--- config.mk ---
export PLATFORM = sky130hd
export DESIGN_NAME = dns_response_ipv4_extractor
export DESIGN_NICKNAME = d
export VERILOG_FILES = /design/src/rtl/dnsx_pkg.sv /design/src/rtl/dnsx_parser.sv /design/src/rtl/dns_response_ipv4_extractor.sv
export SDC_FILE = /design/constraint.sdc
export NUM_CORES = 1
export LEC_CHECK = 0
export ABC_AREA = 1
export ABC_CLOCK_PERIOD_IN_PS = 3450
export BUFFER_PORTS_ARGS = -buffer_cell sky130_fd_sc_hd__buf_2
export CAP_MARGIN = 20
export CORE_ASPECT_RATIO = 1.2
export CORE_MARGIN = 4
export CORE_UTILIZATION = 43
export DETAILED_ROUTE_END_ITERATION = 7
export GPL_ROUTABILITY_DRIVEN = 0
export PLACE_DENSITY = 0.64
export SYNTH_ARGS = -nofsm -noshare
export SYNTH_HDL_FRONTEND = slang
export SYNTH_SLANG_ARGS = --single-unit
--- constraint.sdc ---
create_clock -name clk -period 3.45 [get_ports clk]
set_input_delay 0.69 -clock clk [delete_from_list [all_inputs] [get_ports clk]]
set_output_delay 0.69 -clock clk [all_outputs]
set_load 0.02 [all_outputs]
--- src/rtl/dnsx_pkg.sv ---
`default_nettype none

package dnsx_pkg;

  localparam int unsigned BYTE_W  = 8;
  localparam int unsigned ADDR_W  = 32;
  localparam int unsigned CNT_W   = 16;

  localparam logic [15:0] RESP_BIT   = 16'h8000;
  localparam logic [15:0] RCODE_MASK = 16'h000F;
  localparam logic [7:0]  PTR_MASK   = 8'hC0;
  localparam logic [7:0]  MAX_LABEL  = 8'd63;
  localparam logic [15:0] HEADER_LAST = 16'd11;
  localparam logic [15:0] FIXED_LAST  = 16'd9;
  localparam logic [15:0] ADDR_LAST   = 16'd3;
  localparam logic [15:0] QTAIL_LEN   = 16'd4;
  localparam logic [15:0] TYPE_A      = 16'd1;
  localparam logic [15:0] A_DLEN      = 16'd4;

  typedef enum logic [3:0] {
    PH_START  = 4'd0,
    PH_PREFIX = 4'd1,
    PH_HEADER = 4'd2,
    PH_QLEN   = 4'd3,
    PH_QSKIP  = 4'd4,
    PH_QTAIL  = 4'd5,
    PH_ANAME  = 4'd6,
    PH_APTR   = 4'd7,
    PH_ALEN   = 4'd8,
    PH_ASKIP  = 4'd9,
    PH_FIXED  = 4'd10,
    PH_RSKIP  = 4'd11,
    PH_ADDR   = 4'd12,
    PH_DONE   = 4'd13
  } phase_t;

  typedef struct packed {
    logic              valid;
    logic              found;
    logic [ADDR_W-1:0] addr;
  } result_t;

endpackage

`default_nettype wire

--- src/rtl/dnsx_parser.sv ---
`default_nettype none

module dnsx_parser (
  input  wire logic                         clk,
  input  wire logic                         rst_n,
  input  wire logic                         step_en,
  input  wire logic [dnsx_pkg::BYTE_W-1:0]  pkt_byte,
  input  wire logic                         last,
  input  wire logic                         tcp_framing,
  output dnsx_pkg::result_t                 res
);

  dnsx_pkg::phase_t                  phase_r, phase_nxt;
  logic [dnsx_pkg::CNT_W-1:0]        skip_r, skip_nxt;
  logic [dnsx_pkg::CNT_W-1:0]        answers_r, answers_nxt;
  logic [dnsx_pkg::ADDR_W-1:0]       shift_r, shift_nxt;
  logic [dnsx_pkg::CNT_W-1:0]        rtype_r, rtype_nxt;
  logic                              given_r, given_nxt;

  logic [dnsx_pkg::CNT_W-1:0]        skip_dec;
  logic [dnsx_pkg::CNT_W-1:0]        skip_inc;
  logic [dnsx_pkg::CNT_W-1:0]        ans_dec;
  logic [dnsx_pkg::CNT_W-1:0]        shift16;
  logic [dnsx_pkg::ADDR_W-1:0]       shift32;
  logic [dnsx_pkg::CNT_W-1:0]        fix_type;
  logic [dnsx_pkg::CNT_W-1:0]        fix_len;
  logic [dnsx_pkg::CNT_W-1:0]        hdr_flags;
  logic [dnsx_pkg::CNT_W-1:0]        hdr_ans;
  logic                              hit;
  logic                              is_ptr;

  assign skip_dec = skip_r - 16'd1;
  assign skip_inc = skip_r + 16'd1;
  assign ans_dec  = answers_r - 16'd1;
  assign shift16  = {shift_r[7:0], pkt_byte};
  assign shift32  = {shift_r[23:0], pkt_byte};
  assign is_ptr   = (pkt_byte & dnsx_pkg::PTR_MASK) == dnsx_pkg::PTR_MASK;

  always_comb begin
    hdr_flags = shift_r[15:0];
    hdr_ans   = answers_r;
    if (skip_r == 16'd2 || skip_r == 16'd3) begin
      hdr_flags = shift16;
    end
    if (skip_r == 16'd6 || skip_r == 16'd7) begin
      hdr_ans = {answers_r[7:0], pkt_byte};
    end
    fix_type = rtype_r;
    fix_len  = shift_r[15:0];
    if (skip_r < 16'd2) begin
      fix_type = {rtype_r[7:0], pkt_byte};
    end
    if (skip_r == 16'd8 || skip_r == 16'd9) begin
      fix_len = shift16;
    end
  end

  always_comb begin
    phase_nxt   = phase_r;
    skip_nxt    = skip_r;
    answers_nxt = answers_r;
    shift_nxt   = shift_r;
    rtype_nxt   = rtype_r;
    given_nxt   = given_r;
    hit         = 1'b0;
    case (phase_r)
      dnsx_pkg::PH_START: begin
        answers_nxt = '0;
        rtype_nxt   = '0;
        shift_nxt   = '0;
        if (tcp_framing) begin
          skip_nxt  = 16'd1;
          phase_nxt = dnsx_pkg::PH_PREFIX;
        end else begin
          skip_nxt  = 16'd1;
          phase_nxt = dnsx_pkg::PH_HEADER;
        end
      end
      dnsx_pkg::PH_PREFIX: begin
        skip_nxt = skip_dec;
        if (skip_dec == '0) begin
          phase_nxt = dnsx_pkg::PH_HEADER;
        end
      end
      dnsx_pkg::PH_HEADER: begin
        shift_nxt   = {16'd0, hdr_flags};
        answers_nxt = hdr_ans;
        skip_nxt    = skip_inc;
        if (skip_r >= dnsx_pkg::HEADER_LAST) begin
          if ((hdr_flags & dnsx_pkg::RESP_BIT) == '0 ||
              (hdr_flags & dnsx_pkg::RCODE_MASK) != '0 || hdr_ans == '0) begin
            phase_nxt = dnsx_pkg::PH_DONE;
          end else begin
            phase_nxt = dnsx_pkg::PH_QLEN;
          end
        end
      end
      dnsx_pkg::PH_QLEN: begin
        if (pkt_byte == '0) begin
          skip_nxt  = dnsx_pkg::QTAIL_LEN;
          phase_nxt = dnsx_pkg::PH_QTAIL;
        end else if (pkt_byte > dnsx_pkg::MAX_LABEL) begin
          phase_nxt = dnsx_pkg::PH_DONE;
        end else begin
          skip_nxt  = {8'd0, pkt_byte};
          phase_nxt = dnsx_pkg::PH_QSKIP;
        end
      end
      dnsx_pkg::PH_QSKIP: begin
        skip_nxt = skip_dec;
        if (skip_dec == '0) begin
          phase_nxt = dnsx_pkg::PH_QLEN;
        end
      end
      dnsx_pkg::PH_QTAIL: begin
        skip_nxt = skip_dec;
        if (skip_dec == '0) begin
          phase_nxt = dnsx_pkg::PH_ANAME;
        end
      end
      dnsx_pkg::PH_ANAME, dnsx_pkg::PH_ALEN: begin
        if (phase_r == dnsx_pkg::PH_ANAME && is_ptr) begin
          phase_nxt = dnsx_pkg::PH_APTR;
        end else if (pkt_byte == '0) begin
          phase_nxt = dnsx_pkg::PH_FIXED;
          skip_nxt  = '0;
          rtype_nxt = '0;
          shift_nxt = '0;
        end else if (pkt_byte > dnsx_pkg::MAX_LABEL) begin
          phase_nxt = dnsx_pkg::PH_DONE;
        end else begin
          skip_nxt  = {8'd0, pkt_byte};
          phase_nxt = dnsx_pkg::PH_ASKIP;
        end
      end
      dnsx_pkg::PH_APTR: begin
        phase_nxt = dnsx_pkg::PH_FIXED;
        skip_nxt  = '0;
        rtype_nxt = '0;
        shift_nxt = '0;
      end
      dnsx_pkg::PH_ASKIP: begin
        skip_nxt = skip_dec;
        if (skip_dec == '0) begin
          phase_nxt = dnsx_pkg::PH_ALEN;
        end
      end
      dnsx_pkg::PH_FIXED: begin
        rtype_nxt = fix_type;
        shift_nxt = {16'd0, fix_len};
        skip_nxt  = skip_inc;
        if (skip_r >= dnsx_pkg::FIXED_LAST) begin
          if (fix_type == dnsx_pkg::TYPE_A && fix_len == dnsx_pkg::A_DLEN) begin
            phase_nxt = dnsx_pkg::PH_ADDR;
            skip_nxt  = '0;
            shift_nxt = '0;
          end else if (fix_len == '0) begin
            answers_nxt = ans_dec;
            phase_nxt   = (ans_dec == '0) ? dnsx_pkg::PH_DONE : dnsx_pkg::PH_ANAME;
          end else begin
            skip_nxt  = fix_len;
            phase_nxt = dnsx_pkg::PH_RSKIP;
          end
        end
      end
      dnsx_pkg::PH_RSKIP: begin
        skip_nxt = skip_dec;
        if (skip_dec == '0) begin
          answers_nxt = ans_dec;
          phase_nxt   = (ans_dec == '0) ? dnsx_pkg::PH_DONE : dnsx_pkg::PH_ANAME;
        end
      end
      dnsx_pkg::PH_ADDR: begin
        shift_nxt = shift32;
        skip_nxt  = skip_inc;
        if (skip_r >= dnsx_pkg::ADDR_LAST) begin
          hit       = 1'b1;
          given_nxt = 1'b1;
          phase_nxt = dnsx_pkg::PH_DONE;
        end
      end
      default: begin
        phase_nxt = dnsx_pkg::PH_DONE;
      end
    endcase
    if (last) begin
      phase_nxt = dnsx_pkg::PH_START;
      given_nxt = 1'b0;
    end
  end

  // header byte at packet start without framing: flags/count indices are never 0
  always_comb begin
    res.valid = hit || (last && !given_r);
    res.found = hit;
    res.addr  = hit ? shift32 : '0;
  end

  always_ff @(posedge clk) begin
    if (!rst_n) begin
      phase_r   <= dnsx_pkg::PH_START;
      skip_r    <= '0;
      answers_r <= '0;
      shift_r   <= '0;
      rtype_r   <= '0;
      given_r   <= 1'b0;
    end else if (step_en) begin
      phase_r   <= phase_nxt;
      skip_r    <= skip_nxt;
      answers_r <= answers_nxt;
      shift_r   <= shift_nxt;
      rtype_r   <= rtype_nxt;
      given_r   <= given_nxt;
    end
  end

endmodule

`default_nettype wire

--- src/rtl/dns_response_ipv4_extractor.sv ---
// Path: a byte is held in the input register and its result in the result register before the result transfer.
// Throughput: one byte per cycle unless a result is blocked at the output; the parser state advances once per byte.
// A byte waits in the input register only while a result it produces is blocked at the output.
// Reset (rst_n low, synchronous): parser returns to packet start, framing off, both stages empty.
`default_nettype none

module dns_response_ipv4_extractor (
  input  wire logic                          clk,
  input  wire logic                          rst_n,
  input  wire logic                          in_valid,
  output      logic                          in_stall,
  input  wire logic [dnsx_pkg::BYTE_W-1:0]   in_packet_byte,
  input  wire logic                          in_last_byte,
  output      logic                          out_valid,
  input  wire logic                          out_stall,
  output      logic                          out_found,
  output      logic [dnsx_pkg::ADDR_W-1:0]   out_ipv4_address,
  input  wire logic                          cfg_valid,
  output      logic                          cfg_ready,
  input  wire logic                          cfg_tcp_framing
);

  logic                            tcp_framing_r;
  logic                            s1_valid_r;
  logic [dnsx_pkg::BYTE_W-1:0]     s1_byte_r;
  logic                            s1_last_r;
  logic                            out_valid_r;
  logic                            out_found_r;
  logic [dnsx_pkg::ADDR_W-1:0]     out_addr_r;
  logic                            out_free;
  logic                            s1_go;
  dnsx_pkg::result_t               res;

  assign cfg_ready = 1'b1;
  assign out_free  = !out_valid_r || !out_stall;
  assign s1_go     = s1_valid_r && (!res.valid || out_free);
  assign in_stall  = s1_valid_r && !s1_go;

  dnsx_parser u_parser (
    .clk         (clk),
    .rst_n       (rst_n),
    .step_en     (s1_go),
    .pkt_byte    (s1_byte_r),
    .last        (s1_last_r),
    .tcp_framing (tcp_framing_r),
    .res         (res)
  );

  always_ff @(posedge clk) begin
    if (!rst_n) begin
      tcp_framing_r <= 1'b0;
      s1_valid_r    <= 1'b0;
      out_valid_r   <= 1'b0;
    end else begin
      if (cfg_valid && cfg_ready) begin
        tcp_framing_r <= cfg_tcp_framing;
      end
      if (!in_stall) begin
        s1_valid_r <= in_valid;
      end
      if (out_free) begin
        out_valid_r <= s1_go && res.valid;
      end
    end
  end

  always_ff @(posedge clk) begin
    if (!in_stall && in_valid) begin
      s1_byte_r <= in_packet_byte;
      s1_last_r <= in_last_byte;
    end
    if (out_free && s1_go && res.valid) begin
      out_found_r <= res.found;
      out_addr_r  <= res.addr;
    end
  end

  assign out_valid        = out_valid_r;
  assign out_found        = out_found_r;
  assign out_ipv4_address = out_addr_r;

endmodule

`default_nettype wire
# --- Word level (Yosys, flattened, before mapping) ---
# Cells that the tools add are included.
word_totals:
  reg_bits: 122
  input_bits: 15
  out_inout_bits: 36
  elab_cells: 156
op_classes:
  addsub: 3
  magnitude_cmp: 5
  n_eq_ne: 36
  muxes: 50
  n_reduce_logical: 48
op_table:
  columns: ["operator", "count"]
  rows:
  - ["$mux W16", 18]
  - ["$pmux W24 S5", 1]
  - ["$pmux W16 S7", 1]
  - ["$logic_not A16 Y1", 5]
  - ["$mux W24", 3]
  - ["$mux W4", 17]
  - ["$pmux W16 S4", 1]
  - ["$eq A16 B3 Y1 const B", 3]
  - ["$pmux W16 S3", 1]
  - ["$pmux W4 S12", 1]
  - ["$eq A16 B2 Y1 const B", 2]
  - ["$eq A16 B4 Y1 const B", 2]
  - ["$ge A16 B4 Y1 const B", 2]
  - ["$sub A16 B1 Y16 const B", 2]
  - ["$ne A3 B2 Y1 const B", 8]
  - ["$eq A4 B4 Y1 const B", 5]
  - ["$add A16 B1 Y16 const B", 1]
  - ["$eq A16 B1 Y1 const B", 1]
  - ["$eq A4 B3 Y1 const B", 4]
  - ["$ge A16 B2 Y1 const B", 1]
  - ["$lt A16 B2 Y1 const B", 1]
  - ["$reduce_bool A16 Y1", 1]
  - ["$ne A2 B1 Y1 const B", 5]
  - ["$logic_and A1 B1 Y1", 9]
  - ["other kinds (24)", 47]

# --- Depth between registers and ports, before layout ---
# Gate-level depths: netlist of the first run.
depth:
  depth_word: 11
  ltp_mapped: 20
  mapped_depth_nobuf: 18

# --- Cells and area by module ---
# From an unflattened synthesis of the first run, not the netlist that was laid out.
unflattened:
  hier_cells: 1269
  area_unflattened_um2: 8348.0
by_module_without_submodules:
  columns: ["mod", "n_inst", "cells_per_inst", "area_per_inst_um2", "seq_area_each_um2"]
  rows:
  - ["dnsx_parser", 1, 1202, 6931.6, 1541.5]
  - ["dns_response_ipv4_extractor", 1, 67, 1416.4, 1321.3]

# --- Worst setup path after synthesis of the first run ---
# OpenSTA, ideal clock, no wires.
synth_timing:
  path_type: "reg2reg"
  start: "register u_parser.skip_r[0] in the netlist's numbering"
  end: "register u_parser.answers_r[2] in the netlist's numbering"
  setup_ps: 115
  arrival_ps: 2389
  required_time_ps: 3335
  path_slack_ps: 946
  path_stages_with_launch: 17
  path_buffers: 2
  synth_period_minus_slack_ps: 2504
  cell_sequence: "dfxtp_1 inv_1 ha_1 nor2_1 nor2_4 buf_2 nand4_1 nand2_2 nor2_1 nand2_2 nor2_4 nand2_4 o21ai_4 buf_6 o2111ai_1 nand2_1 nor2_1"
synth_between:
  elab_chain_cells: 8
  elab_cells_between_ends: 30
  classes_between: "add/sub: 1; order compare: 3; eq/ne: 10; mux: 6; reduce/logical: 10"
synth_rtl:
  columns: ["element", "line", "rtl"]
  rows:
  - ["start: declaration", "dnsx_parser.sv:14", "logic [dnsx_pkg::CNT_W-1:0] skip_r, skip_nxt;"]
  - ["start signal: assignment", "dnsx_parser.sv:209", "skip_r <= skip_nxt;"]
  - ["parallel branches: the longest is 8 deep, another holds $lt A16 B2 Y1", null, null]
  - ["end signal: assignment", "dnsx_parser.sv:210", "answers_r <= answers_nxt;"]
  - ["end: declaration", "dnsx_parser.sv:15", "logic [dnsx_pkg::CNT_W-1:0] answers_r, answers_nxt;"]
# Parallel ways; which one is timed is not known.
# A chain may end at the register's enable or synchronous reset.

# --- Worst setup path after layout of the first run ---
layout_timing:
  start: "register u_parser.skip_r[0] in the netlist's numbering"
  end: "register u_parser.answers_r[8] in the netlist's numbering"
# The elaborated chain is that of the path after synthesis.

==> results.md, run 1 <==
- The biggest area contributor in the post-synthesis netlist is dfxtp_1.
- The transition time at the pin with the least slew margin is 610 ps.
- The routed wire length is 25.4 mm.
- The cell that appears most often on the critical path is nand2_1.
- At the worst endpoint, the arrival time is about 3400 ps.
- After floorplanning, the core was sized to cover 19,100 µm².
- The cell area after placement is 8890 µm².
- The antenna cell count is 0.
- The number of sinks driven by the clock tree is 122.
- The share of total power dissipated in the clock network is 0.438.
- Counting instances, the worst hold path has a depth of 1.
- On the final layout, the worst hold slack is around 440 ps.
- The wire length of the first global-routing pass is 41.0 mm.
- Setup repair after global routing left no endpoint under its margin.
- The share of the Yosys chip area taken by registers is 0.341.
- Buffers placed on the I/O ports in this run total 49.
- A synthesized cell averages 6.69 µm².
- The floorplan row count is 55.
- The post-synthesis register bit count is around 120.
- The clock latency of the later-clocked register in the worst-skew pair is 420 ps.
- The fraction of power spent switching nets is 0.303.
- The starting density of the core is 0.441.
- Measured against its own limit, the worst slew margin works out to 0.590.
- The area growth from synthesis to layout is 13.1%.
- The number of gates resized after cts is 0.
- The maximum net fanout on the critical path is 32.
- The die footprint is 21,900 µm².
- Across the run, the number of max-cap violations was 0.
- The switching component of the power is 1.25 mW.
- Yosys attributes the largest share of cell area to dfxtp_1 (19%), edfxtp_1 (15%), nand2_1 (14%), nor2_1 (8.1%), inv_1 (5.7%).
- The detailed placer's ending HPWL is approximately 18 mm.
- The worst voltage drop across the vdd grid is roughly 0.33 mV.
- The kind of critical path is flop to flop.
- The clock root buffer is clkbuf_16.
- The number of slew-limit violations in the final report was 0.
- For this run, asynchronously set or reset flops after synthesis account for 0.
- The top-area cell type share of the netlist area is 0.191.
- The CTS tree is yes.
- After detailed routing, the average wire length per cell comes to roughly 16 µm.
- The completed layout was analyzed and its total power is 4.12 mW.
- In this run the cell area of the synthesized design comes to 8410 µm².
- Data on the critical path is required at its endpoint by 3770 ps.
- The standby leakage power is 3.93 nW.
- Across every metal layer, demand over resource in global routing totals 0.234.
- After routing the design area is 9500 µm².
- Across all layers, the routed design uses roughly 8,600 vias.
- The signal on the critical path passes through ha_1, nor2_1, nor2_4, nand3_4, nand2_1, nand2_1, nor2_2, nand2_2, nor2_4, nand2_4, o21ai_4, buf_12, o2111ai_1, nand2_1, nor2_1.
- Of the cells placed in the final design, the portion with a size suffix greater than 1 is 0.137.
- The worst slack at placement is 308 ps.
- After technology mapping, the gate count stands at between 1,000 and 1,500.
- The count of antenna-violating nets left after detailed routing is 0.
- In the routed layout, each cell is associated on average with a via count of 5.48.
- The via count of the first global-routing pass is 7,980.
- The most frequently used flop master after synthesis is dfxtp_1.
- The run finished with clean final reports.
- The classification of the worst-slack hold path is input pin to flop.
- The maximum clock frequency is 0.328 GHz.
- The maximum clock insertion buffer count is 2.
- The number of filler cells placed in the layout is 1,955.
- The internal portion of total power is approximately 2.9 mW.
- The number of H-tree levels is 4.
- The combinational fraction of design power is 0.171.
- 51 I/O pins were placed.
- The net count after synthesis is 1,279.
- The die is 136 µm wide.
- The count of warnings emitted by yosys is 0.
- The count of unresolved DRC violations after routing is 0.
- On the worst path, the slowest cell contributes a delay of ~520 ps.
- The number of library cell types mapped by synthesis is 51.
- The detailed router's first-iteration violation count is 861.
- The initial antenna violation count came to 0.
- Counting cells, the worst reg-to-reg path comes to 15.
- The detailed-router iteration count before antenna repair is 7.
- The total overflow left after global routing is 0.
- The share of total power dissipated in sequential elements is 0.391.
- The clock transition time at the flip-flop clock pins of the worst setup and hold paths is 60 ps.
- Entering global routing, the biggest net connects 42 pins.
- Setup violations remaining at the end of the flow were counted as 0.
- The kind of start point of the critical path is a flop.
- The critical path capture point type is a flop.
- Of the available clock period, the critical path in the final layout requires 0.883.
- The number of hold violations in the final report is 0.
- The number of nets in the finished design is about 1,300.
- The final critical path time including I/O delays and setup is around 3000 ps.
- In this run the vertical extent of the chip is 161 µm.
- Dividing total power by cell area gives a power density of 434 nW/µm².
- The final worst-path setup slack is 404 ps.
- On the critical path, the stage with the largest delay is an instance of dfxtp_1.
- For the final routed database, the setup TNS stands at 0 ps.
- Across the routed clock network, the largest skew measured is 9.47 ps.
- The total clock buffers created by CTS is 17.
- The number of flops mapped to enable cells by yosys is 42.
-- final timing paths --
kind / from / endpoint / slack [ps]
hold reg to reg: u_parser.rtype_r[12]$_SDFFE_PN0P_ / u_parser.rtype_r[12]$_SDFFE_PN0P_ / 450
setup / recovery: u_parser.skip_r[0]$_SDFFE_PN0P_ / u_parser.answers_r[8]$_SDFFE_PN0P_ / 400
hold / removal: in_packet_byte[6] / s1_byte_r[6]$_DFFE_PP_ / 440
setup reg to reg: u_parser.skip_r[0]$_SDFFE_PN0P_ / u_parser.answers_r[8]$_SDFFE_PN0P_ / 400
-- logic make-up after synthesis --
kind of cell	share of synthesized area
AOI/OAI and AO/OA	0.162
xor gates and xnor gates	0.0354
adders and majority gates	0.0104
buffers and inverters	0.103
DFF	0.341
other	0.000446
and+or+nand+nor	0.348
-- power groups by stage --
stage | sequential [mW] | combinational, mW | clock (mW)
finish | 1.61 | 0.707 | 1.81
global route | 1.62 | 0.789 | 1.91
detailed placement | 1.64 | 0.694 | 0
CTS | 1.61 | 0.698 | 1.83
floorplan | 1.63 | 0.528 | 0
global placement | 1.64 | 0.690 | 0
-- per-layer routing --
| metal | vias to the layer above | track usage | routed length, µm |
|---|---|---|---|
| met3 | 68 | 0.0349 | 1650 |
| li1 | 4248 | - | - |
| met5 | - | 0 | 0 |
| met2 | 358 | 0.398 | 12400 |
| met1 | 3911 | 0.292 | 10500 |
| met4 | 0 | 0.101 | 895 |
-- per-stage QoR --
stage          std cells  utilization
2_1_floorplan       1257            -
3_3_place_gp        1532        0.466
3_5_place_dp        1532        0.466
4_1_cts             1564        0.498
5_1_grt             1566        0.499
6_report            1566        0.499
-- critical path, delay by kind of cell, from the launching register on --
kind	cells	cell delay (ps)
and+or+nand+nor	11	1560
adders and majority gates	1	300
buffers and inverters	1	210
AOI/OAI and AO/OA	2	330
DFF	1	520
-- cell usage in the layout, fill, tap and decap left out, types with 33 or more instances in the layout --
cell / netlist / layout
a21oi_1: 72 / 71
nand2_1: 310 / 310
nor2_1: 182 / 181
dfxtp_1: 80 / 80
edfxtp_1: 42 / 42
buf_4: 7 / 33
o21ai_0: 52 / 52
inv_1: 127 / 127
nand3_1: 59 / 59
buf_2: 21 / 49
-- timing repair --
item | 4_1_cts | 5_1_grt
hold buffers | 0 | 0
setup endpoints to repair | 0 | 5
endpoints found under the hold margin | 0 | 0
setup buffers | 0 | 2
-- state kept, by name, indices dropped and copies added, names as in the netlist --
name / count
u_parser.skip_r: 16
out_found: 1
u_parser.answers_r: 16
s1_last_r: 1
u_parser.rtype_r: 16
s1_valid_r: 1
out_ipv4_address: 32
u_parser.phase_r: 4
u_parser.given_r: 1
tcp_framing_r: 1
out_valid: 1
s1_byte_r: 8
u_parser.shift_r: 24
-- final cells by class --
cell class,instances,area [µm²],share of cell area
flip-flops and latches,122,2860,0.301
multi-input cells,933,4680,0.493
clock inverters,11,104,0.0109
inverters,140,528,0.0556
clock buffers,21,493,0.0519
well taps,256,320,0.0337
repair buffers,83,513,0.0540
-- synthesized netlist by cell type, drive strengths merged, types with 21 or more instances --
master    n
nand3    60
a21oi    73
inv     136
nor3     21
nand2   338
nor2    200
a211oi   21
edfxtp   42
o21ai    77
buf      37
dfxtp    80
nand4    32
clkbuf   25
xor2     32
a31oi    22
Power figures use the tool's default switching activity.
==> run 2: changes to the inputs <==
--- a/config.mk
+++ b/config.mk
@@ -14,7 +14,9 @@
 export CORE_UTILIZATION = 43
 export DETAILED_ROUTE_END_ITERATION = 7
 export GPL_ROUTABILITY_DRIVEN = 0
+export HOLD_SLACK_MARGIN = 0.05
 export PLACE_DENSITY = 0.64
 export SYNTH_ARGS = -nofsm -noshare
 export SYNTH_HDL_FRONTEND = slang
+export SYNTH_HIERARCHICAL = 1
 export SYNTH_SLANG_ARGS = --single-unit
==> run 2 against run 1 <==
Effect of this change:
- worst setup slack lost 5.3 ps
- clock power is essentially flat
- sequential power is essentially flat
- largest power group unchanged
- critical endpoint is now u_parser/answers_r[4]$_SDFFE_PN0P_
- first-iteration DRC count grew 4.9%
- maximum frequency shrank 0.17%
- highest routed layer unchanged
- combinational power is essentially flat
- count of clock-buffer cells in the layout shrank 4
- core utilization shrank 0.33 points
- global-route usage grew 0.52 points
- cell area shrank 1.0%
- die area shrank 0.65%
- synthesized cell count grew 0.95%
==> results.md, run 2 <==
- The count of buffer and inverter cells on the critical path came to 1 (unchanged).
- The count of warnings emitted by yosys came to 6 (was 0).
- The cell area after placement is 8810 µm² (was 8890 µm²).
- The detailed-router iteration count before antenna repair is 6 (was 7).
- The max capacitance violation total is 0 (unchanged).
- The area growth from synthesis to layout is 12.7% (was 13.1%).
- The sequential cell area fraction in the yosys report was 0.343 (was 0.341).
- The critical path arrival is 3370 ps (about the same).
- The top-area cell type share of the netlist area was 0.192 (was 0.191).
- The required time of the critical path was 3770 ps (about the same).
- The mean cell area of the mapped netlist is 6.58 µm² (was 6.69 µm²).
- RSZ-0062 raised after global routing: no (unchanged).
- The post-synthesis register bit count was 122 (unchanged).
- The biggest area consumer among synthesized cells was dfxtp_1 (unchanged).
- The kind of critical path is flop to flop (unchanged).
- The worst slack at placement is 392 ps (was 308 ps).
- The worst voltage drop across the vdd grid was 0.305 mV (was 0.329 mV).
- The clock root buffer is clkbuf_16 (unchanged).
- The routed wire length was 26.2 mm (was 25.4 mm).
- The detailed router's first-iteration violation count came to 903 (was 861).
- The core footprint is 19,000 µm² (was 19,100 µm²).
- Status: finished, final reports clean (unchanged).
- The cell type group with the largest total delay on the critical path is simple AND/OR/NAND/NOR gates (unchanged).
- The launch point of the worst reg-to-reg path is u_parser/skip_r[0]$_SDFFE_PN0P_ (was u_parser.skip_r[0]$_SDFFE_PN0P_).
- The fraction of layout cells with a size suffix above 1 was 0.106 (was 0.137).
- The setup clock skew after layout came to 12.7 ps (was 9.47 ps).
- The I/O pin total is 51 (unchanged).
- The floorplan row count is 55 (unchanged).
- The count of antenna-violating nets left after detailed routing is 0 (unchanged).
- The number of vias after detailed routing is 8,763 (was 8,585).
- The number of vias per cell after detailed routing is 5.59 (was 5.48).
- The path length in cells of the critical path is 13 (was 15).
- The fraction of the cycle the final worst path needs is 0.885 (was 0.883).
- The maximum clock insertion buffer count is 2 (unchanged).
- The dominant cell by count in the synthesized netlist is nand2_1 (unchanged).
- The setup slack of the worst register-to-register path is 400 ps (about the same).
- The starting density of the core is 0.440 (was 0.441).
- The most frequent standard cell in the layout excluding fill and tap cells is nand2_1 (unchanged).
- The initial antenna violation count is 0 (unchanged).
- The wire length of the first global-routing pass is 41.6 mm (was 41.0 mm).
- The net count after synthesis is 1,292 (was 1,279).
- The hold-critical path depth is 2 (was 1).
- The die span in x is 135 µm (was 136 µm).
- Critical Path, Cell by Cell: inv_1, ha_1, nand2_1, nor2_2, nand3_1, nand2_1, o21ai_1, nor3_1, nand3_1, a21oi_2, nand2_4, o21ai_0, a21oi_1 (was ha_1, nor2_1, nor2_4, nand3_4, nand2_1, nand2_1, nor2_2, nand2_2, nor2_4, nand2_4, o21ai_4, buf_12, o2111ai_1, nand2_1, nor2_1).
- The standby leakage power is 4.18 nW (was 3.93 nW).
- The number of slew-limit violations in the final report is 0 (unchanged).
- The count of unresolved DRC violations after routing is 0 (unchanged).
- The share of synthesized flip-flops with an asynchronous set or reset is 0 (unchanged).
- The detailed placer's ending HPWL is 18.9 mm (was 18.4 mm).
- The largest net degree at the start of global routing is 44 (was 42).
- The final critical path time including I/O delays and setup is 3050 ps (about the same).
- The number of nets in the finished design was 1,321 (was 1,319).
- The maximum clock frequency was 0.328 GHz (about the same).
- The number of library cell types mapped by synthesis is 44 (was 51).
- The final count of negative-setup-slack endpoints came to 0 (unchanged).
- The routed length per instance is 16.7 µm (was 16.2 µm).
- The capture endpoint of the worst hold path is tcp_framing_r$_SDFFE_PN0P_ (was s1_byte_r[6]$_DFFE_PP_).
- The critical-path cell with the highest stage delay is dfxtp_1 (unchanged).
- The relative max-transition margin is 0.625 (was 0.590).
- The total track usage is 0.239 (was 0.234).
- The number of sinks driven by the clock tree was 122 (unchanged).
- The via count of the first global-routing pass is 8,126 (was 7,980).
- The power density normalized to cell area is 439 nW/µm² (was 434 nW/µm²).
- The cts-stage hold buffer count is 0 (unchanged).
- List of most frequent post-synthesis cells: nand2_1 (335), nor2_1 (151), inv_1 (135), nand3_1 (93), dfxtp_1 (80) (was nand2_1 (310), nor2_1 (182), inv_1 (127), dfxtp_1 (80), a21oi_1 (72)).
- The classification of the worst-slack hold path is input pin to flop (unchanged).
- The area of the mapped netlist is 8350 µm² (was 8410 µm²).
- The CTS tree was yes (unchanged).
- The number of flops mapped to enable cells by yosys was 42 (unchanged).
- The most frequently used flop master after synthesis is dfxtp_1 (unchanged).
- The number of H-tree levels is 4 (unchanged).
- The clock transition time at the flip-flop clock pins of the worst setup and hold paths is 70 ps (was 60 ps).
- The critical path capture point type is a flop (unchanged).
- The startpoint of the tightest hold check path is cfg_valid (was in_packet_byte[6]).
- The final worst-path setup slack is 398 ps (was 404 ps).
- The number of port buffers is 49 (unchanged).
- The residual overflow from global routing is 0 (unchanged).
- The antenna cell count is 0 (unchanged).
- The number of flip-flops under the largest register name is 32 (unchanged).
- The area of all placed cells without fillers is 9410 µm² (was 9500 µm²).
- The final-layout setup total negative slack was 0 ps (unchanged).
- The transition time at the pin with the least slew margin is 557 ps (was 610 ps).
- The die footprint was 21,700 µm² (was 21,900 µm²).
- The largest stage delay on the critical path came to 410 ps (was 520 ps).
- Most frequent cells in the layout: nand2_1 (335), nor2_1 (151), inv_1 (135) (was nand2_1 (310), nor2_1 (181), inv_1 (127)).
- The total clock buffers created by CTS was 17 (unchanged).
- The clock latency of the later-clocked register in the worst-skew pair is 430 ps (was 420 ps).
- The number of filler cells placed in the layout is 1,983 (was 1,955).
- Largest cells by area after synthesis: dfxtp_1 (19%), edfxtp_1 (15%), nand2_1 (15%), nor2_1 (6.8%), inv_1 (6.1%) (was dfxtp_1 (19%), edfxtp_1 (15%), nand2_1 (14%), nor2_1 (8.1%), inv_1 (5.7%)).
- The synthesized instance count is 1,269 (was 1,257).
- The number of cells traversed by the worst register-to-register path was 13 (was 15).
- The die boundary height is 161 µm (about the same).
- The number of hold violations in the final report is 0 (unchanged).
- The worst reg2reg path endpoint is u_parser/answers_r[4]$_SDFFE_PN0P_ (was u_parser.answers_r[8]$_SDFFE_PN0P_).
- The maximum net fanout on the critical path is 29 (was 32).
- The kind of start point of the critical path is a flop (unchanged).
==> run 2: cell types whose count changed after synthesis, sizes merged, moves of 11 or more <==
| cell | change |
|---|---|
| nand3 | +34 |
| nor2 | -34 |
| nand4 | +23 |
| a31oi | -16 |
| nor3 | -11 |
==> run 2: report_power, final <==
group,switching [mW],total [mW],leakage [nW],internal (mW)
Sequential,0.0570,1.60,1.08,1.54
Combinational,0.490,0.704,2.81,0.214
Clock,0.789,1.82,0.288,1.03
==> run 2: repair_timing <==
item | 4_1_cts | 5_1_grt
buffers inserted | 0 | 0
gates resized for setup | 0 | 1
setup endpoints to repair | 0 | 6
==> run 2: worst max-delay path by stage <==
stage | from | endpoint | slack [ps]
after detailed placement | u_parser/skip_r[0]$_SDFFE_PN0P_ | u_parser/answers_r[4]$_SDFFE_PN0P_ | 390
after global placement | u_parser/skip_r[0]$_SDFFE_PN0P_ | u_parser/answers_r[0]$_SDFFE_PN0P_ | 500
after CTS | u_parser/skip_r[0]$_SDFFE_PN0P_ | u_parser/answers_r[14]$_SDFFE_PN0P_ | 370
after floorplan | u_parser/skip_r[4]$_SDFFE_PN0P_ | out_found$_DFFE_PP_ | 350
after global routing | u_parser/skip_r[0]$_SDFFE_PN0P_ | u_parser/answers_r[14]$_SDFFE_PN0P_ | 140
final | u_parser/skip_r[0]$_SDFFE_PN0P_ | u_parser/answers_r[4]$_SDFFE_PN0P_ | 400
==> run 2: metrics by stage <==
step	total power [mW]	cells	hold slack, ps	utilization
2_1_floorplan	2.13	1269	428	-
3_3_place_gp	2.32	1535	447	0.464
3_5_place_dp	2.32	1535	449	0.464
4_1_cts	4.14	1567	428	0.495
5_1_grt	4.32	1567	428	0.495
6_report	4.13	1567	439	0.495
==> run 2: area by class of cell <==
class | instances | area, µm² | area share
clock inverter | 15 | 170 | 0.0181
inverter | 140 | 526 | 0.0559
sequential | 122 | 2860 | 0.304
multi-input combinational | 939 | 4640 | 0.493
tap | 256 | 320 | 0.0340
clock buffer | 17 | 425 | 0.0452
timing repair buffer | 78 | 463 | 0.0492
==> run 2: per-layer routing <==
| metal | vias up | GRT usage | routed length (µm) |
|---|---|---|---|
| met3 | 101 | 0.0414 | 1740 |
| met2 | 392 | 0.404 | 12700 |
| li1 | 4305 | - | - |
| met5 | - | 0 | 0 |
| met1 | 3965 | 0.284 | 10400 |
| met4 | 0 | 0.134 | 1330 |
==> run 2: kinds of logic after synthesis <==
logic type               after synthesis  synth area share
AO/OA/AOI/OAI                        230             0.163
adder cells (fa/ha/maj)                8            0.0120
other                                  1          0.000449
AND/OR/NAND/NOR                      676             0.354
flip-flops                           122             0.343
buffers and inverters                208             0.103
XOR/XNOR                              24            0.0252
==> run 3: changes to the inputs <==
--- a/config.mk
+++ b/config.mk
@@ -15,6 +15,7 @@
 export DETAILED_ROUTE_END_ITERATION = 7
 export GPL_ROUTABILITY_DRIVEN = 0
 export HOLD_SLACK_MARGIN = 0.05
+export MAX_ROUTING_LAYER = met4
 export PLACE_DENSITY = 0.64
 export SYNTH_ARGS = -nofsm -noshare
 export SYNTH_HDL_FRONTEND = slang
==> run 3 against run 2 <==
Effect of this change:
- cell count unchanged
- core utilization unchanged
- sequential share of layout area is the same
- cell area did not move
- total power barely moved
- count of clock-buffer cells in the layout is the same
- routed wire length increased by 0.56%
- sequential power barely moved
- sequential cell count did not move
- combinational power barely moved
- critical endpoint unchanged
- largest cell class unchanged
==> results.md, run 3 (synthesis results as in run 2) <==
- The detailed router's first-iteration violation count came to 901 (was 903).
- The final count of negative-setup-slack endpoints is 0 (unchanged).
- The startpoint of the tightest hold check path is in_packet_byte[4] (was cfg_valid).
- The final worst-path setup slack came to 394 ps (was 398 ps).
- The routed length per instance is 16.8 µm (was 16.7 µm).
- The residual overflow from global routing is 0 (unchanged).
- The fraction of layout cells with a size suffix above 1 was 0.106 (unchanged).
- The setup clock skew after layout is 12.2 ps (was 12.7 ps).
- The count of unresolved DRC violations after routing was 0 (unchanged).
- The I/O pin total is 51 (unchanged).
- The kind of start point of the critical path was a flop (unchanged).
- The critical-path cell with the highest stage delay is dfxtp_1 (unchanged).
- The number of slew-limit violations in the final report is 0 (unchanged).
- Critical Path, Cell by Cell: inv_1, ha_1, nand2_1, nor2_2, nand3_1, nand2_1, o21ai_1, nor3_1, nand3_1, a21oi_2, nand2_4, o21ai_0, a21oi_1 (unchanged).
- The kind of critical path is flop to flop (unchanged).
- The number of cells traversed by the worst register-to-register path is 13 (unchanged).
- The number of flip-flops under the largest register name is 32 (unchanged).
- The fraction of the cycle the final worst path needs was 0.886 (was 0.885).
- RSZ-0062 raised after global routing: no (unchanged).
- The core footprint is 19,000 µm² (unchanged).
- The antenna cell count is 0 (unchanged).
- The worst reg2reg path endpoint is u_parser/answers_r[4]$_SDFFE_PN0P_ (unchanged).
- The relative max-transition margin is 0.616 (was 0.625).
- The highest-utilization routing layer at the global route stage was met2 (unchanged).
- The clock root buffer is clkbuf_16 (unchanged).
- The number of hold violations in the final report is 0 (unchanged).
- The total track usage is 0.246 (was 0.239).
- The number of vias after detailed routing was 8,846 (was 8,763).
- The critical path capture point type was a flop (unchanged).
- The area of all placed cells without fillers came to 9410 µm² (unchanged).
- The launch point of the worst reg-to-reg path is u_parser/skip_r[0]$_SDFFE_PN0P_ (unchanged).
- The number of vias per cell after detailed routing is 5.65 (was 5.59).
- The classification of the worst-slack hold path is input pin to flop (unchanged).
- The number of filler cells placed in the layout is 1,983 (unchanged).
- The count of antenna-violating nets left after detailed routing is 0 (unchanged).
- The number of buffers added for setup after CTS is 0 (unchanged).
- The cell type group with the largest total delay on the critical path is simple AND/OR/NAND/NOR gates (unchanged).
- The die boundary height is 161 µm (unchanged).
- The detailed placer's ending HPWL is 18.9 mm (unchanged).
- The area used by sequential logic in the layout is 2860 µm² (unchanged).
- The count of buffer and inverter cells on the critical path is 1 (unchanged).
- The die footprint came to 21,700 µm² (unchanged).
- The area occupied by multi-input gates is 4640 µm² (unchanged).
- The met2 layer usage reported by global route was 0.405 (was 0.404).
- The met3 track utilization from global routing is 0.0398 (was 0.0414).
- The detailed-router iteration count before antenna repair is 6 (unchanged).
- The cell area after placement came to 8810 µm² (unchanged).
- The die span in x is 135 µm (unchanged).
- The clock latency of the later-clocked register in the worst-skew pair is 430 ps (about the same).
- The number of nets in the finished design is 1,321 (unchanged).
- The maximum net fanout on the critical path is 29 (unchanged).
- The max capacitance violation total is 0 (unchanged).
- The final critical path time including I/O delays and setup is 3060 ps (was 3050 ps).
- The CTS tree is yes (unchanged).
- The transition time at the pin with the least slew margin was 571 ps (was 557 ps).
- The routed wire length is 26.3 mm (was 26.2 mm).
- The clock transition time at the flip-flop clock pins of the worst setup and hold paths is 70 ps (about the same).
- The largest stage delay on the critical path is 410 ps (about the same).
- The setup slack of the worst register-to-register path came to 390 ps (was 400 ps).
- The routing usage on met1 is 0.288 (was 0.284).
- The required time of the critical path is 3760 ps (was 3770 ps).
- Most frequent cells in the layout: nand2_1 (335), nor2_1 (151), inv_1 (135) (unchanged).
- The maximum clock frequency is 0.327 GHz (was 0.328 GHz).
- The critical path arrival came to 3370 ps (about the same).
- The launching instance or port of the critical path is u_parser/skip_r[0]$_SDFFE_PN0P_ (unchanged).
- The power density normalized to cell area came to 439 nW/µm² (about the same).
- The wire length of the first global-routing pass was 41.5 mm (was 41.6 mm).
- The capture endpoint of the worst hold path is s1_byte_r[4]$_DFFE_PP_ (was tcp_framing_r$_SDFFE_PN0P_).
- The hold-critical path depth is 1 (was 2).
- The via count of the first global-routing pass came to 8,096 (was 8,126).
- The standby leakage power came to 4.18 nW (unchanged).
- The final-layout setup total negative slack was 0 ps (unchanged).
- The largest net degree at the start of global routing is 44 (unchanged).
- Status: finished, final reports clean (unchanged).
- The number of port buffers was 49 (unchanged).
- The worst slack at placement is 392 ps (unchanged).
- The total clock buffers created by CTS is 17 (unchanged).
- The number of H-tree levels is 4 (unchanged).
- The area growth from synthesis to layout is 12.7% (unchanged).
- The maximum clock insertion buffer count is 2 (unchanged).
- The worst voltage drop across the vdd grid is 0.304 mV (was 0.305 mV).
- The most frequent standard cell in the layout excluding fill and tap cells was nand2_1 (unchanged).
- The initial antenna violation count was 0 (unchanged).
- The starting density of the core is 0.440 (unchanged).
- The number of sinks driven by the clock tree was 122 (unchanged).
- The floorplan row count was 55 (unchanged).
## run 3: cell counts in the layout (fill, tap and decap cells not counted)
No cell type changed its count.
## run 3: what timing repair did
item / 4_1_cts / 5_1_grt
setup endpoints to repair: 0 / 6
gates resized for setup: 0 / 1
hold buffers: 0 / 0
## run 3: final cells by class
class / instances / area share
flip-flops and latches: 122 / 0.304
repair buffers: 78 / 0.0492
well taps: 256 / 0.0340
multi-input cells: 939 / 0.493
clock buffers: 17 / 0.0452
inverters: 140 / 0.0559
clock inverters: 15 / 0.0181
## run 3: power by group
part | total, mW | switching (mW) | internal, mW | leakage (nW)
sequential | 1.60 | 0.0571 | 1.54 | 1.08
clock | 1.82 | 0.786 | 1.03 | 0.288
combinational | 0.707 | 0.493 | 0.214 | 2.81
## run 3: worst max-delay path by stage
| stage | end | slack (ps) | cells past startpoint |
|---|---|---|---|
| floorplan | out_found$_DFFE_PP_ | 350 | 14 |
| global route | u_parser/answers_r[14]$_SDFFE_PN0P_ | 140 | 16 |
| CTS | u_parser/answers_r[14]$_SDFFE_PN0P_ | 370 | 15 |
| finish | u_parser/answers_r[4]$_SDFFE_PN0P_ | 390 | 13 |
| detailed placement | u_parser/answers_r[4]$_SDFFE_PN0P_ | 390 | 15 |
| global placement | u_parser/answers_r[0]$_SDFFE_PN0P_ | 500 | 13 |
## run 3: through the flow
step,util,hold WS (ps),cells,power [mW]
global placement,0.464,447,1535,2.32
global route,0.495,426,1567,4.32
CTS,0.495,428,1567,4.14
detailed placement,0.464,449,1535,2.32
floorplan,-,428,1269,2.13
finish,0.495,442,1567,4.13
## run 3: metal layers
metal | up-vias | share of wire
met3 | 93 | 0.063
met2 | 403 | 0.49
met1 | 4043 | 0.40
met5 | - | 0
met4 | 0 | 0.050
li1 | 4307 | -
## run 3: worst reg2reg max path, stage by stage, from the launching register on
cell and delay [ps]:
dfxtp_1 410, inv_1 230, ha_1 280, nand2_1 130, nor2_2 240, nand3_1 150
nand2_1 80, o21ai_1 90, nor3_1 200, nand3_1 250, a21oi_2 340, nand2_4 240
o21ai_0 240, a21oi_1 60
